$ cat config.mk
export PLATFORM = sky130hd
export DESIGN_NAME = esos_sqrt
export DESIGN_NICKNAME = d
export VERILOG_FILES = /design/src/design/esos_pkg.sv /design/src/design/esos_sqrt.sv
export SDC_FILE = /design/constraint.sdc
export NUM_CORES = 1
export LEC_CHECK = 0
export BUFFER_PORTS_ARGS = -buffer_cell sky130_fd_sc_hd__buf_2
export CORE_ASPECT_RATIO = 0.5
export CORE_MARGIN = 4
export CORE_UTILIZATION = 40
export DETAILED_ROUTE_END_ITERATION = 7
export GPL_TIMING_DRIVEN = 0
export MAX_ROUTING_LAYER = met4
export PLACE_DENSITY = 0.69
export SLEW_MARGIN = 40
export SYNTH_ARGS = -nofsm -noshare
export SYNTH_HDL_FRONTEND = slang
export SYNTH_SLANG_ARGS = --single-unit
$ cat constraint.sdc
create_clock -name clk -period 3.4 [get_ports clk]
set_input_delay 0.68 -clock clk [delete_from_list [all_inputs] [get_ports clk]]
set_output_delay 0.68 -clock clk [all_outputs]
set_load 0.01 [all_outputs]
$ cat src/design/esos_pkg.sv
`timescale 1ns / 1ps
// ----------------------------------------------------------------------------
// esos_pkg
// Shared types and constants for the enclosing sphere block.
// ----------------------------------------------------------------------------
package esos_pkg;

  localparam int unsigned CoordW  = 32;
  localparam int unsigned RadW    = 31;
  localparam int unsigned ExtW    = 33;
  localparam int unsigned SqW     = 64;
  localparam int unsigned RootW   = 32;
  localparam int unsigned ReachW  = 34;
  localparam logic [ReachW-1:0] RadiusMax = ReachW'(34'h0_7FFF_FFFF);

  typedef enum logic [2:0] {
    ST_LOAD,
    ST_READ,
    ST_DIST,
    ST_SQRT,
    ST_ACC,
    ST_OUT
  } state_t;

endpackage

$ cat src/design/esos_sqrt.sv
`timescale 1ns / 1ps
// ----------------------------------------------------------------------------
// esos_sqrt
// Iterative integer square root, one result bit per cycle.
// ----------------------------------------------------------------------------
module esos_sqrt (
  input  logic                        clk,
  input  logic                        rst_n,
  input  logic                        start,
  input  logic [esos_pkg::SqW-1:0]    radicand,
  output logic                        busy,
  output logic [esos_pkg::RootW-1:0]  root
);

  logic [esos_pkg::SqW-1:0]   rem_r, rem_nxt;
  logic [esos_pkg::RootW-1:0] root_r, root_nxt;
  logic [esos_pkg::SqW-1:0]   val_r, val_nxt;
  logic [5:0]                 cnt_r, cnt_nxt;
  logic                       busy_r, busy_nxt;
  logic [esos_pkg::SqW+1:0]   trial;
  logic [esos_pkg::SqW+1:0]   shifted;

  // restoring step: bring down two radicand bits, try 4*root+1
  always_comb begin
    shifted  = {rem_r, val_r[esos_pkg::SqW-1 -: 2]};
    trial    = (esos_pkg::SqW+2)'({root_r, 2'b01});
    rem_nxt  = rem_r;
    root_nxt = root_r;
    val_nxt  = val_r;
    cnt_nxt  = cnt_r;
    busy_nxt = busy_r;
    if (start) begin
      rem_nxt  = '0;
      root_nxt = '0;
      val_nxt  = radicand;
      cnt_nxt  = '0;
      busy_nxt = 1'b1;
    end else if (busy_r) begin
      val_nxt = {val_r[esos_pkg::SqW-3:0], 2'b00};
      if (shifted >= trial) begin
        rem_nxt  = esos_pkg::SqW'(shifted - trial);
        root_nxt = {root_r[esos_pkg::RootW-2:0], 1'b1};
      end else begin
        rem_nxt  = esos_pkg::SqW'(shifted);
        root_nxt = {root_r[esos_pkg::RootW-2:0], 1'b0};
      end
      cnt_nxt = cnt_r + 6'd1;
      if (cnt_r == 6'd31) begin
        busy_nxt = 1'b0;
      end
    end
  end

  always_ff @(posedge clk) begin
    if (!rst_n) begin
      busy_r <= 1'b0;
      cnt_r  <= '0;
    end else begin
      busy_r <= busy_nxt;
      cnt_r  <= cnt_nxt;
    end
    rem_r  <= rem_nxt;
    root_r <= root_nxt;
    val_r  <= val_nxt;
  end

  assign busy = busy_r;
  assign root = root_r;

endmodule

======== After elaboration in Yosys (flattened, before gate mapping) ========
Index checks and enable logic that the tools add are counted.
storage, ports and cells
  word-level logic and storage cells ...... 19
  bits in registers ....................... 167
  bits of input ports ..................... 67
  output and inout port bits .............. 33
operators by class
  equal/unequal tests ..................... 1
  reductions and logical operators ........ 2
  muxes and demuxes ....................... 7
  add/sub/neg operators ................... 2
  bitwise operators ....................... 1
  magnitude comparators ................... 1
operators with widths
  kind                   count
  $mux W64               3
  $ge A66 B34 Y1         1
  $sub A64 B34 Y64       1
  $add A6 B1 Y6 const B  1
  $eq A6 B5 Y1 const B   1
  $mux W1                4
  $reduce_bool A2 Y1     1
  $reduce_or A2 Y1       1
  $not A1 Y1             1

======== Longest topological paths before layout ========
Gate-level depths: netlist (run 1).
  depth after elaboration ................. 4
  gate-level depth with buffers ........... 14
  mapped depth without buffers ............ 11

======== Worst setup path after synthesis (run 1) ========
Ideal clock, no wire load.
  kind .................................... register to register
  start ................................... register root_r (netlist bit root[11])
  end ..................................... register rem_r[53] (netlist name)
  path buffers ............................ 1
  path slack .............................. 0.286 ns
  data arrival time ....................... 2.987 ns
  setup time .............................. 0.127 ns
  clock period less this slack ............ 3.114 ns
  cell stages (with the launch flop) ...... 12
  required time ........................... 3.273 ns
  cells stage by stage .................... dfxtp_1 inv_1 ha_1 buf_2 o21ai_0 a211oi_1 o21ai_0 or4_4 a2111oi_0 o31ai_1 and3_1 or3_1
between the ends
  word-level cells in the longest chain between the ends .. 2
  elaborated cells on any way between the ends .. 3
  classes of those cells .................. add/sub (1); order compare (1); mux (1)
ends and longest elaborated chain
  what                                                RTL line                          text
  from (decl)                                         esos_sqrt.sv:16                   logic [esos_pkg::RootW-1:0] root_r, root_nxt;
  from (signal assigned)                              esos_sqrt.sv:63                   root_r <= root_nxt;
  $sub A64 B34 Y64 or $ge A66 B34 Y1 (tied branches)  esos_sqrt.sv:41, esos_sqrt.sv:40
  $mux W64 (*)                                        esos_sqrt.sv:40                   if (shifted >= trial) begin
  to (signal assigned)                                esos_sqrt.sv:62                   rem_r <= rem_nxt;
  to (decl)                                           esos_sqrt.sv:15                   logic [esos_pkg::SqW-1:0] rem_r, rem_nxt;
Every way passes the cells marked *; elsewhere a longest branch is shown, timed or not.
A chain may end at the register's enable or synchronous reset.

======== Worst setup path in the final report (run 1) ========
  start ................................... register root_r (netlist bit root[12])
  end ..................................... register rem_r[35] (netlist name)
Same word-level chain as after synthesis.

==> flow_metrics.py, run 1 <==
metrics = {
    "run_status": {
        "status": "finished, final reports clean",
    },
    "synth": {
        "synth_edf_count": 64,
        "syn_inst": 1029,
        "synthFlopType": "dfxtp_1",
        "yosysTopAreaCell": "dfxtp_1",
        "async_flop_share_pct": 0,
        "yosysWarningCount": 0,
        "synth_cell_type_count": 74,
        "syn_nets": 1131,
        "syn-cell-area_um2": 9570,
        "netlist.area_leader.share_pct": 21.5,
        "avgSynthCellArea_um2": 9.30,
        "ys_seq_area_share_pct": 41.6,
        "ys_ff_latch": 167,
        "synth.area.top_cells": "dfxtp_1 (22%), edfxtp_1 (20%), mux2_2 (7.4%)",
    },
    "worst_setup_path": {
        "r2r_cells": 11,
        "critPathTopFamily": "compound AO/OA/AOI/OAI gates",
        "crit_type": "flop to flop",
        "worstSetupStartpoint": "root[12]",
        "ff2ff_setup_slack_ns": 0.07,
        "cp_num_buf_inv": 2,
        "crit_chain": "inv_1, ha_1, buf_2, a21oi_1, o21ai_0, a221oi_1, o21ai_0, o21ai_1, nand3_1, xor2_1, a211oi_1",
        "crit_path_frequent_cell": "o21ai_0",
        "cp_slowest_cell": "o21ai_1",
        "cp.required_ns": 3.76,
        "rr_startpoint": "root[12]",
        "cp_max_fo": 7,
        "crit_path_end_kind": "flop",
        "critPathLaunchType": "flop",
        "timing.rr.end": "rem_r[35]",
        "max_stage_delay_ns": 0.59,
        "cp.depth": 11,
        "cp_data_arrival_time_ns": 3.69,
        "crit_path_end": "rem_r[35]",
    },
    "place": {
        "place_congestion": 0.971,
        "dp_cells": 1435,
        "dp_hpwl_mm": 19.5,
        "pre_cts_ws_ns": -0.466,
        "io_buffers": 98,
    },
    "floorplan": {
        "ioPinCount": 100,
        "die_y_um": 117,
        "core_um2": 23200,
        "initial_core_util_pct": 41.3,
        "row_count": 39,
        "die_width_um": 227,
        "die-area_um2": 26600,
    },
    "sta": {
        "rsz0062_at_grt": "yes",
        "slew_viol_final": 0,
        "clock_skew_ns": 0.0152,
        "final-hold-violation-count": 0,
        "setup_viol": 0,
        "worstMarginPinSlew_ns": 0.856,
        "setup_ws_ns": 0.0702,
        "min_period_over_period_pct": 97.9,
        "timing.fmax_mhz": 300,
        "slew_headroom_pct": 43.0,
        "finalCriticalPeriod_ns": 3.33,
    },
    "route": {
        "num_vias": 8409,
        "drt_iter0_markers": 795,
        "final_antenna_net_count": 0,
        "drcViolationCount": 0,
        "wire_per_inst_um": 18.7,
        "firstDrtPassIters": 5,
        "vias_per_cell": 5.68,
        "drt_wl_total_mm": 27.7,
    },
    "finish": {
        "finish.utilization_pct": 49.4,
        "layoutNonFillerInstCount": 1480,
        "layout.nets": 1261,
        "area_growth_pct": 19.5,
        "layout_commonest_cell": "nor2_1",
        "final_layout_size_suffix_gt1_share_pct": 23.5,
        "final_cell_mix": "nor2_1 (119), buf_2 (103), dfxtp_1 (102)",
    },
    "min_path": {
        "worst_hold_path_type": "primary input to flop",
        "hold_depth": 2,
    },
    "clocking": {
        "path_clk_slew_ns": 0.07,
        "clk_latency_ns": 0.46,
        "clockBufferDepth": 2,
        "clockRootBuffer": "clkbuf_16",
        "postCtsHoldBufs": 0,
        "h-tree-depth": 4,
        "cts_tree": "built",
        "cts_buffers": 17,
        "clock_sinks": 167,
    },
    "pwr": {
        "ir_drop_mv": 0.349,
        "power_density_nw_per_um2": 703,
        "leakagePower_uw": 0.00459,
        "power_uw": 8050,
    },
    "global_route": {
        "grt-ovfl-total": 0,
        "grt_pass1_vias": 8282,
        "grt_pass1_wl_mm": 43.7,
        "antenna_found_initial": 1,
        "grt_max_degree": 49,
        "grt_util_all_layers_pct": 21.3,
    },
    "run": {
        "drv_cap": 0,
    },
}
[final cells by class]
type / instances / area (um2)
antenna: 1 / 2.50
buffer: 51 / 226
clock buffer: 19 / 433
clock inverter: 13 / 181
fill: 2106 / 11700
inverter: 53 / 201
multi-input combinational: 752 / 5380
sequential: 167 / 3990
tap: 307 / 384
timing repair buffer: 117 / 646
[power breakdown]
group	internal (uW)	switching (uW)	total, uW
clock network	1180	905	2080
logic	1420	2040	3460
registers	2320	189	2510
[per-stage QoR]
step / cell area [um2] / TNS (ns) / hold slack, ns
6_report: 11400 / 0 / 0.459
3_5_place_dp: 10500 / -4.95 / 0.477
2_1_floorplan: 9570 / 0 / 0.451
5_1_grt: 11400 / -0.481 / 0.454
3_3_place_gp: 10400 / -45.64 / 0.466
4_1_cts: 11200 / 0 / 0.435
[registers in the layout, indices dropped and copies added (netlist names)]
name / flops
cnt_r: 6
root: 32
rem_r: 64
val_r: 64
busy: 1
[cell usage after synthesis (all sizes together) (4+ instances only)]
library cell  instances
buf                  16
xnor2                22
inv                  53
a21oi                56
a22oi                 4
or4                   5
nor3b                 4
clkbuf               41
xor2                 26
and2                  6
o31ai                 4
or3                   8
ha                   35
a2111oi               4
mux2i                40
nand4                19
o21bai                5
o21ai                56
nand2                82
nand2b                8
mux2                 63
nor2b                 6
dfxtp               103
nor3                 20
o211ai                4
nor2                120
nor4                 16
nand3                18
a311oi               14
a211oi               29
a32oi                 6
o21a                  9
and3                 13
edfxtp               64
a21o                  9
[worst min path at each step]
stage / from / end / slack (ns)
after CTS: rst_n / busy / 0.43
after global placement: cnt_r[5] / cnt_r[5] / 0.47
after detailed placement: rem_r[2] / rem_r[2] / 0.48
after global routing: rst_n / busy / 0.45
final: rst_n / busy / 0.46
after floorplan: rem_r[11] / rem_r[11] / 0.45
[layer usage]
| metal | global-route usage [%] | share of wire, % |
|---|---|---|
| met3 | 5.22 | 8.0 |
| met2 | 31.3 | 44 |
| met1 | 28.2 | 45 |
| met4 | 8.47 | 2.6 |
| met5 | - | 0 |
[timing repair]
| action | 4_1_cts | 5_1_grt |
|---|---|---|
| buffers inserted | 0 | 18 |
| resized for setup | 18 | 38 |
| endpoints found under the setup margin | 31 | 56 |
| pin swaps | 1 | 18 |
| endpoints found under the hold margin | 0 | 0 |
[kinds of logic after synthesis]
| kind of cell | synth area share, % |
|---|---|
| buffers and inverters | 4.52 |
| AND/OR/NAND/NOR | 17.2 |
| multiplexers | 11.6 |
| AO/OA/AOI/OAI | 16.1 |
| adder cells (fa/ha/maj) | 4.58 |
| XOR/XNOR | 4.39 |
| flip-flops | 41.6 |
(Power assumes the default switching activity.)
==> inputs of run 2 (changes only) <==
--- a/config.mk
+++ b/config.mk
@@ -10,9 +10,11 @@
 export CORE_MARGIN = 4
 export CORE_UTILIZATION = 40
 export DETAILED_ROUTE_END_ITERATION = 7
+export GPL_ROUTABILITY_DRIVEN = 0
 export GPL_TIMING_DRIVEN = 0
 export MAX_ROUTING_LAYER = met4
 export PLACE_DENSITY = 0.69
+export RECOVER_POWER = 25
 export SLEW_MARGIN = 40
 export SYNTH_ARGS = -nofsm -noshare
 export SYNTH_HDL_FRONTEND = slang
==> run 2 against run 1 <==
Sequential share of layout area up 0.40 points. Non-clock buffer count shrank 6. Global-route usage is 0.57 points lower. Critical path depth unchanged. Sequential cell count did not move. Via count is 0.78% higher. Hold slack worse by 0.0018 ns. Total power down 1.9%. Die area unchanged. Fmax barely moved. Core utilization shrank 0.49 points. Critical endpoint is now rem_r[53]. Largest power group unchanged.
==> flow_metrics.py, run 2 (synthesis gave the netlist of run 1 again) <==
metrics = {
    "route": {
        "vias_per_cell": 5.75,
        "num_vias": 8475,
        "final_antenna_net_count": 0,
        "drt_iter0_markers": 786,
        "drcViolationCount": 0,
        "wire_per_inst_um": 18.3,
        "drt_wl_total_mm": 27.0,
        "firstDrtPassIters": 5,
    },
    "worst_setup_path": {
        "cp_num_buf_inv": 1,
        "crit_type": "flop to flop",
        "cp_slowest_cell": "or4_4",
        "cp_data_arrival_time_ns": 3.67,
        "cp.required_ns": 3.74,
        "rr_startpoint": "root[0]",
        "max_stage_delay_ns": 0.59,
        "cp_max_fo": 6,
        "crit_chain": "inv_1, ha_1, and2b_2, o2111ai_4, a211oi_2, nor2_1, or4_4, a2111oi_4, o31ai_4, and3_1, or3_1",
        "worstSetupStartpoint": "root[0]",
        "critPathTopFamily": "simple AND/OR/NAND/NOR gates",
        "critPathLaunchType": "flop",
        "crit_path_end_kind": "flop",
    },
    "sta": {
        "min_period_over_period_pct": 98.0,
        "fin_hold_ws_ns": 0.458,
        "setup_viol": 0,
        "worstMarginPinSlew_ns": 0.971,
        "slew_headroom_pct": 35.3,
        "timing.fmax_mhz": 300,
        "clock_skew_ns": 0.0115,
        "final-hold-violation-count": 0,
        "finalCriticalPeriod_ns": 3.33,
        "slew_viol_final": 0,
    },
    "global_route": {
        "grt.met1_usage_pct": 28.2,
        "grt_pass1_wl_mm": 42.8,
        "grt_max_degree": 50,
        "use_met2_pct": 29.5,
        "grt_pass1_vias": 8259,
        "grt_use_met3_pct": 6.12,
        "grt-ovfl-total": 0,
        "grt_util_all_layers_pct": 20.7,
        "antenna_found_initial": 1,
        "top_usage_layer": "met2",
    },
    "min_path": {
        "hp-start": "rst_n",
        "worst_hold_path_type": "primary input to flop",
    },
    "finish": {
        "layout_commonest_cell": "nor2_1",
        "final_cell_mix": "nor2_1 (119), dfxtp_1 (99), nand2_1 (80)",
        "area_growth_pct": 18.4,
        "layoutNonFillerInstCount": 1474,
        "fill_cells": 2170,
        "design_area_um2": 11300,
        "final_layout_size_suffix_gt1_share_pct": 21.1,
        "layout.nets": 1255,
    },
    "floorplan": {
        "core_um2": 23200,
        "row_count": 39,
        "die_y_um": 117,
        "ioPinCount": 100,
        "initial_core_util_pct": 41.3,
        "die-area_um2": 26600,
        "die_width_um": 227,
    },
    "clocking": {
        "cts_buffers": 17,
        "clockRootBuffer": "clkbuf_16",
        "path_clk_slew_ns": 0.07,
        "clk_latency_ns": 0.46,
        "cts_tree": "built",
        "clockBufferDepth": 2,
        "clock_sinks": 167,
        "h-tree-depth": 4,
    },
    "place": {
        "placed_cell_area_um2": 10500,
        "dp_cells": 1435,
        "dp_hpwl_mm": 18.9,
        "io_buffers": 98,
    },
    "pwr": {
        "power_density_nw_per_um2": 697,
        "power_uw": 7900,
        "leakagePower_uw": 0.00441,
        "ir_drop_mv": 0.334,
    },
    "run_status": {
        "status": "finished, final reports clean",
    },
    "run": {
        "drv_cap": 0,
    },
}
run 2: changes by cell type in the layout (fill, tap and decap cells not counted), sizes merged:
| cell | delta |
|---|---|
| buf | -33 |
| clkbuf | +26 |
| clkinvlp | +3 |
| inv | -3 |
| clkinv | +2 |
| bufinv | -1 |
run 2: path summary, 6_finish.rpt:
kind         cells after the start   endpoint  slack [ns]
max                             11  rem_r[53]        0.07
min                              2       busy        0.46
max reg2reg                     11  rem_r[53]        0.07
min reg2reg                      2  rem_r[11]        0.48
run 2: power breakdown:
part           leakage (uW)  internal, uW  switching, uW
Clock              0.000266          1080            864
Combinational       0.00266          1400           2050
Sequential          0.00149          2320            185
Total               0.00441          4800           3090
run 2: cell type report:
type,count,area (um2),share of cell area [%]
diodes,1,2.50,0.0221
plain buffers,51,223,1.97
clock buffers,18,429,3.79
clock inverters,14,148,1.30
inverters,53,201,1.78
multi-input cells,752,5380,47.4
flip-flops and latches,167,3990,35.2
well taps,307,384,3.39
repair buffers,111,574,5.07
run 2: metrics by stage:
stage	TNS [ns]	setup WS (ns)	utilization [%]
after floorplan	0	0.286	-
after global placement	-50.99	-0.665	45.1
after detailed placement	-3.87	-0.329	45.2
after CTS	0	0.00147	48.1
after global routing	-0.0464	-0.0188	48.9
final	0	0.0684	48.9
run 2: worst register-to-register path: cells and delay by family (launching register included):
family / cells / cell delay [ns]
and+or+nand+nor: 5 / 1.45
AOI/OAI and AO/OA: 4 / 1.03
DFF: 1 / 0.38
adders and majority gates: 1 / 0.31
buffers and inverters: 1 / 0.05
run 2: what timing repair did:
item | 4_1_cts | 5_1_grt
hold buffers | 0 | 0
pin swaps | 1 | 13
resized for setup | 17 | 41
buffers inserted | 2 | 10
endpoints found under the setup margin | 21 | 54
run 2: layer usage:
metal / share of wire (%) / wire, um
met4: 3.2 / 862
met1: 45 / 12200
met2: 43 / 11600
met5: 0 / 0
met3: 9.1 / 2450
==> inputs of run 3 (changes only) <==
--- a/config.mk
+++ b/config.mk
@@ -5,6 +5,7 @@
 export SDC_FILE = /design/constraint.sdc
 export NUM_CORES = 1
 export LEC_CHECK = 0
+export ABC_AREA = 1
 export BUFFER_PORTS_ARGS = -buffer_cell sky130_fd_sc_hd__buf_2
 export CORE_ASPECT_RATIO = 0.5
 export CORE_MARGIN = 4
@@ -13,7 +14,7 @@
 export GPL_ROUTABILITY_DRIVEN = 0
 export GPL_TIMING_DRIVEN = 0
 export MAX_ROUTING_LAYER = met4
-export PLACE_DENSITY = 0.69
+export PLACE_DENSITY = 0.68
 export RECOVER_POWER = 25
 export SLEW_MARGIN = 40
 export SYNTH_ARGS = -nofsm -noshare
==> run 3 against run 2 <==
Register-to-register slack improved by 0.45 ns. Critical path depth rose by 2. Synthesized cell count increased by 64%. Clock skew about the same. Sequential power up 4%. Fmax up 16%. Critical path type unchanged. Highest routed layer unchanged.
==> flow_metrics.py, run 3 <==
metrics = {
    "run_status": {
        "status": "finished, final reports clean",
    },
    "route": {
        "vias_per_cell": 4.98,
        "wire_per_inst_um": 15.5,
        "drt_wl_total_mm": 33.6,
        "final_antenna_net_count": 0,
        "drcViolationCount": 0,
        "firstDrtPassIters": 6,
        "num_vias": 10826,
        "drt_iter0_markers": 1057,
    },
    "clocking": {
        "cts_buffers": 17,
        "postCtsHoldBufs": 0,
        "clockBufferDepth": 2,
        "path_clk_slew_ns": 0.07,
        "h-tree-depth": 4,
        "cts_tree": "built",
        "clockRootBuffer": "clkbuf_16",
        "cts_resized": 0,
        "clk_latency_ns": 0.46,
        "clock_sinks": 167,
        "post_cts_buffers": 0,
    },
    "pwr": {
        "power.switching_uw": 6760,
        "power_frac_seq_pct": 20.8,
        "pwr-share-clk_pct": 15.6,
        "ir_drop_mv": 0.487,
        "power_uw": 12500,
        "switching_share_pct": 54.0,
        "p_comb_share_pct": 63.6,
        "p_int_uw": 5770,
        "power_density_nw_per_um2": 1020,
        "leakagePower_uw": 0.00608,
    },
    "synth": {
        "ys_seq_area_share_pct": 37.0,
        "synth_common_cells": "nand2_1 (715), inv_1 (225), nor2_1 (138)",
        "yosysTopAreaCell": "nand2_1",
        "synth_edf_count": 64,
        "async_flop_share_pct": 0,
        "syn_nets": 1786,
        "syn-cell-area_um2": 10800,
        "netlist.area_leader.share_pct": 24.9,
        "synth.area.top_cells": "nand2_1 (25%), dfxtp_1 (19%), edfxtp_1 (18%)",
        "yosysWarningCount": 0,
        "ys_ff_latch": 167,
        "synth_cell_type_count": 38,
        "synth.most_common_cell": "nand2_1",
        "synthFlopType": "dfxtp_1",
        "syn_inst": 1684,
        "avgSynthCellArea_um2": 6.39,
    },
    "min_path": {
        "worst_hold_path_type": "flop to flop",
    },
    "sta": {
        "timing.fmax_mhz": 347,
        "final-hold-violation-count": 0,
        "slew_headroom_pct": 45.4,
        "clock_skew_ns": 0.0120,
        "fin_hold_ws_ns": 0.476,
        "fin_setup_tns_ns": 0,
        "slew_viol_final": 0,
        "setup_viol": 0,
        "setup_ws_ns": 0.516,
        "finalCriticalPeriod_ns": 2.88,
        "min_period_over_period_pct": 84.8,
        "rsz0062_at_grt": "no",
        "worstMarginPinSlew_ns": 0.819,
    },
    "place": {
        "pre_cts_ws_ns": 0.589,
        "dp_hpwl_mm": 26.3,
        "io_buffers": 99,
    },
    "global_route": {
        "antenna_found_initial": 4,
        "grt_util_all_layers_pct": 23.7,
        "grt_pass1_vias": 9826,
        "grt-ovfl-total": 0,
        "grt_max_degree": 41,
        "grt_pass1_wl_mm": 53.0,
    },
    "floorplan": {
        "row_count": 42,
        "core_um2": 26400,
        "ioPinCount": 100,
        "initial_core_util_pct": 40.7,
        "die_y_um": 124,
        "die_width_um": 240,
        "die-area_um2": 29700,
    },
    "finish": {
        "fill_cells": 2779,
        "multi_input_area_um2": 5710,
        "area_growth_pct": 14.3,
        "final_cell_mix": "nand2_1 (715), inv_1 (225), nor2_1 (137)",
        "layout.nets": 1906,
        "layout_commonest_cell": "nand2_1",
        "final_layout_size_suffix_gt1_share_pct": 6.77,
        "ff_latch_area_um2": 3980,
    },
    "worst_setup_path": {
        "critPathLaunchType": "flop",
        "cp_data_arrival_time_ns": 3.24,
        "crit_type": "flop to flop",
        "cp.required_ns": 3.75,
        "cp_max_fo": 10,
        "crit_path_end_kind": "flop",
    },
    "run": {
        "drv_cap": 0,
    },
}
run 3: changes by cell type after synthesis, sizes merged, moves of 16 or more:
cell	change
o21ai	+23
nand2	+635
a211oi	-29
mux2	-63
nand3	+58
nor2	+21
inv	+173
o22ai	+32
mux2i	-40
xor2	-17
nor4	-16
run 3: through the flow:
step | util (%) | cells | cell area [um2]
after floorplan | - | 1684 | 10800
after global placement | 44.2 | 2135 | 11700
after detailed placement | 44.4 | 2137 | 11700
after CTS | 46.6 | 2169 | 12300
after global routing | 46.5 | 2173 | 12300
final | 46.5 | 2173 | 12300
run 3: layout make-up:
cell class | instances | share of cell area (%)
sequential | 167 | 32.4
buffer | 46 | 1.82
timing repair buffer | 101 | 4.02
tap | 352 | 3.58
clock inverter | 14 | 1.27
multi-input combinational | 1245 | 46.4
clock buffer | 18 | 3.49
antenna | 4 | 0.0814
inverter | 226 | 6.90
run 3: critical path, stage by stage, from the launching register on:
cell and delay [ns]:
dfxtp_1 0.34, inv_1 0.08, ha_1 0.36, a21oi_1 0.37, o21ai_0 0.16, nand2_1 0.08
nand2_1 0.12, a21oi_2 0.24, nand2_1 0.14, nor2_2 0.36, buf_4 0.28, o21ai_0 0.11
nand2_1 0.08, nand2_1 0.06
run 3: layer usage:
layer  share of wire [%]  vias up  global-route usage [%]
met1                  47     4828                    32.3
li1                    -     5566                       -
met3                 8.7       50                    5.20
met4                 2.1        0                    7.13
met2                  42      382                    35.7
met5                   0        -                       -
run 3: final timing paths:
path	start	cells past startpoint	slack, ns	end
min reg2reg	rem_r[61]	2	0.48	rem_r[61]
min	rem_r[61]	2	0.48	rem_r[61]
max reg2reg	root[27]	13	0.52	rem_r[1]
max	root[27]	13	0.52	rem_r[1]
run 3: cells by family after synthesis:
| kind of cell | Yosys count | share of synthesized area, % |
|---|---|---|
| and+or+nand+nor | 1000 | 37.5 |
| buffers and inverters | 272 | 9.93 |
| AOI/OAI and AO/OA | 181 | 9.11 |
| DFF | 167 | 37.0 |
| adders and majority gates | 35 | 4.07 |
| xor gates and xnor gates | 29 | 2.36 |
run 3: power groups by stage:
stage | clock network, uW | registers [uW] | logic [uW]
6_report | 1960 | 2610 | 7970
5_1_grt | 2050 | 2630 | 8980
4_1_cts | 1980 | 2600 | 7750
3_3_place_gp | 0 | 2640 | 7640
2_1_floorplan | 0 | 2570 | 5740
3_5_place_dp | 0 | 2630 | 7710
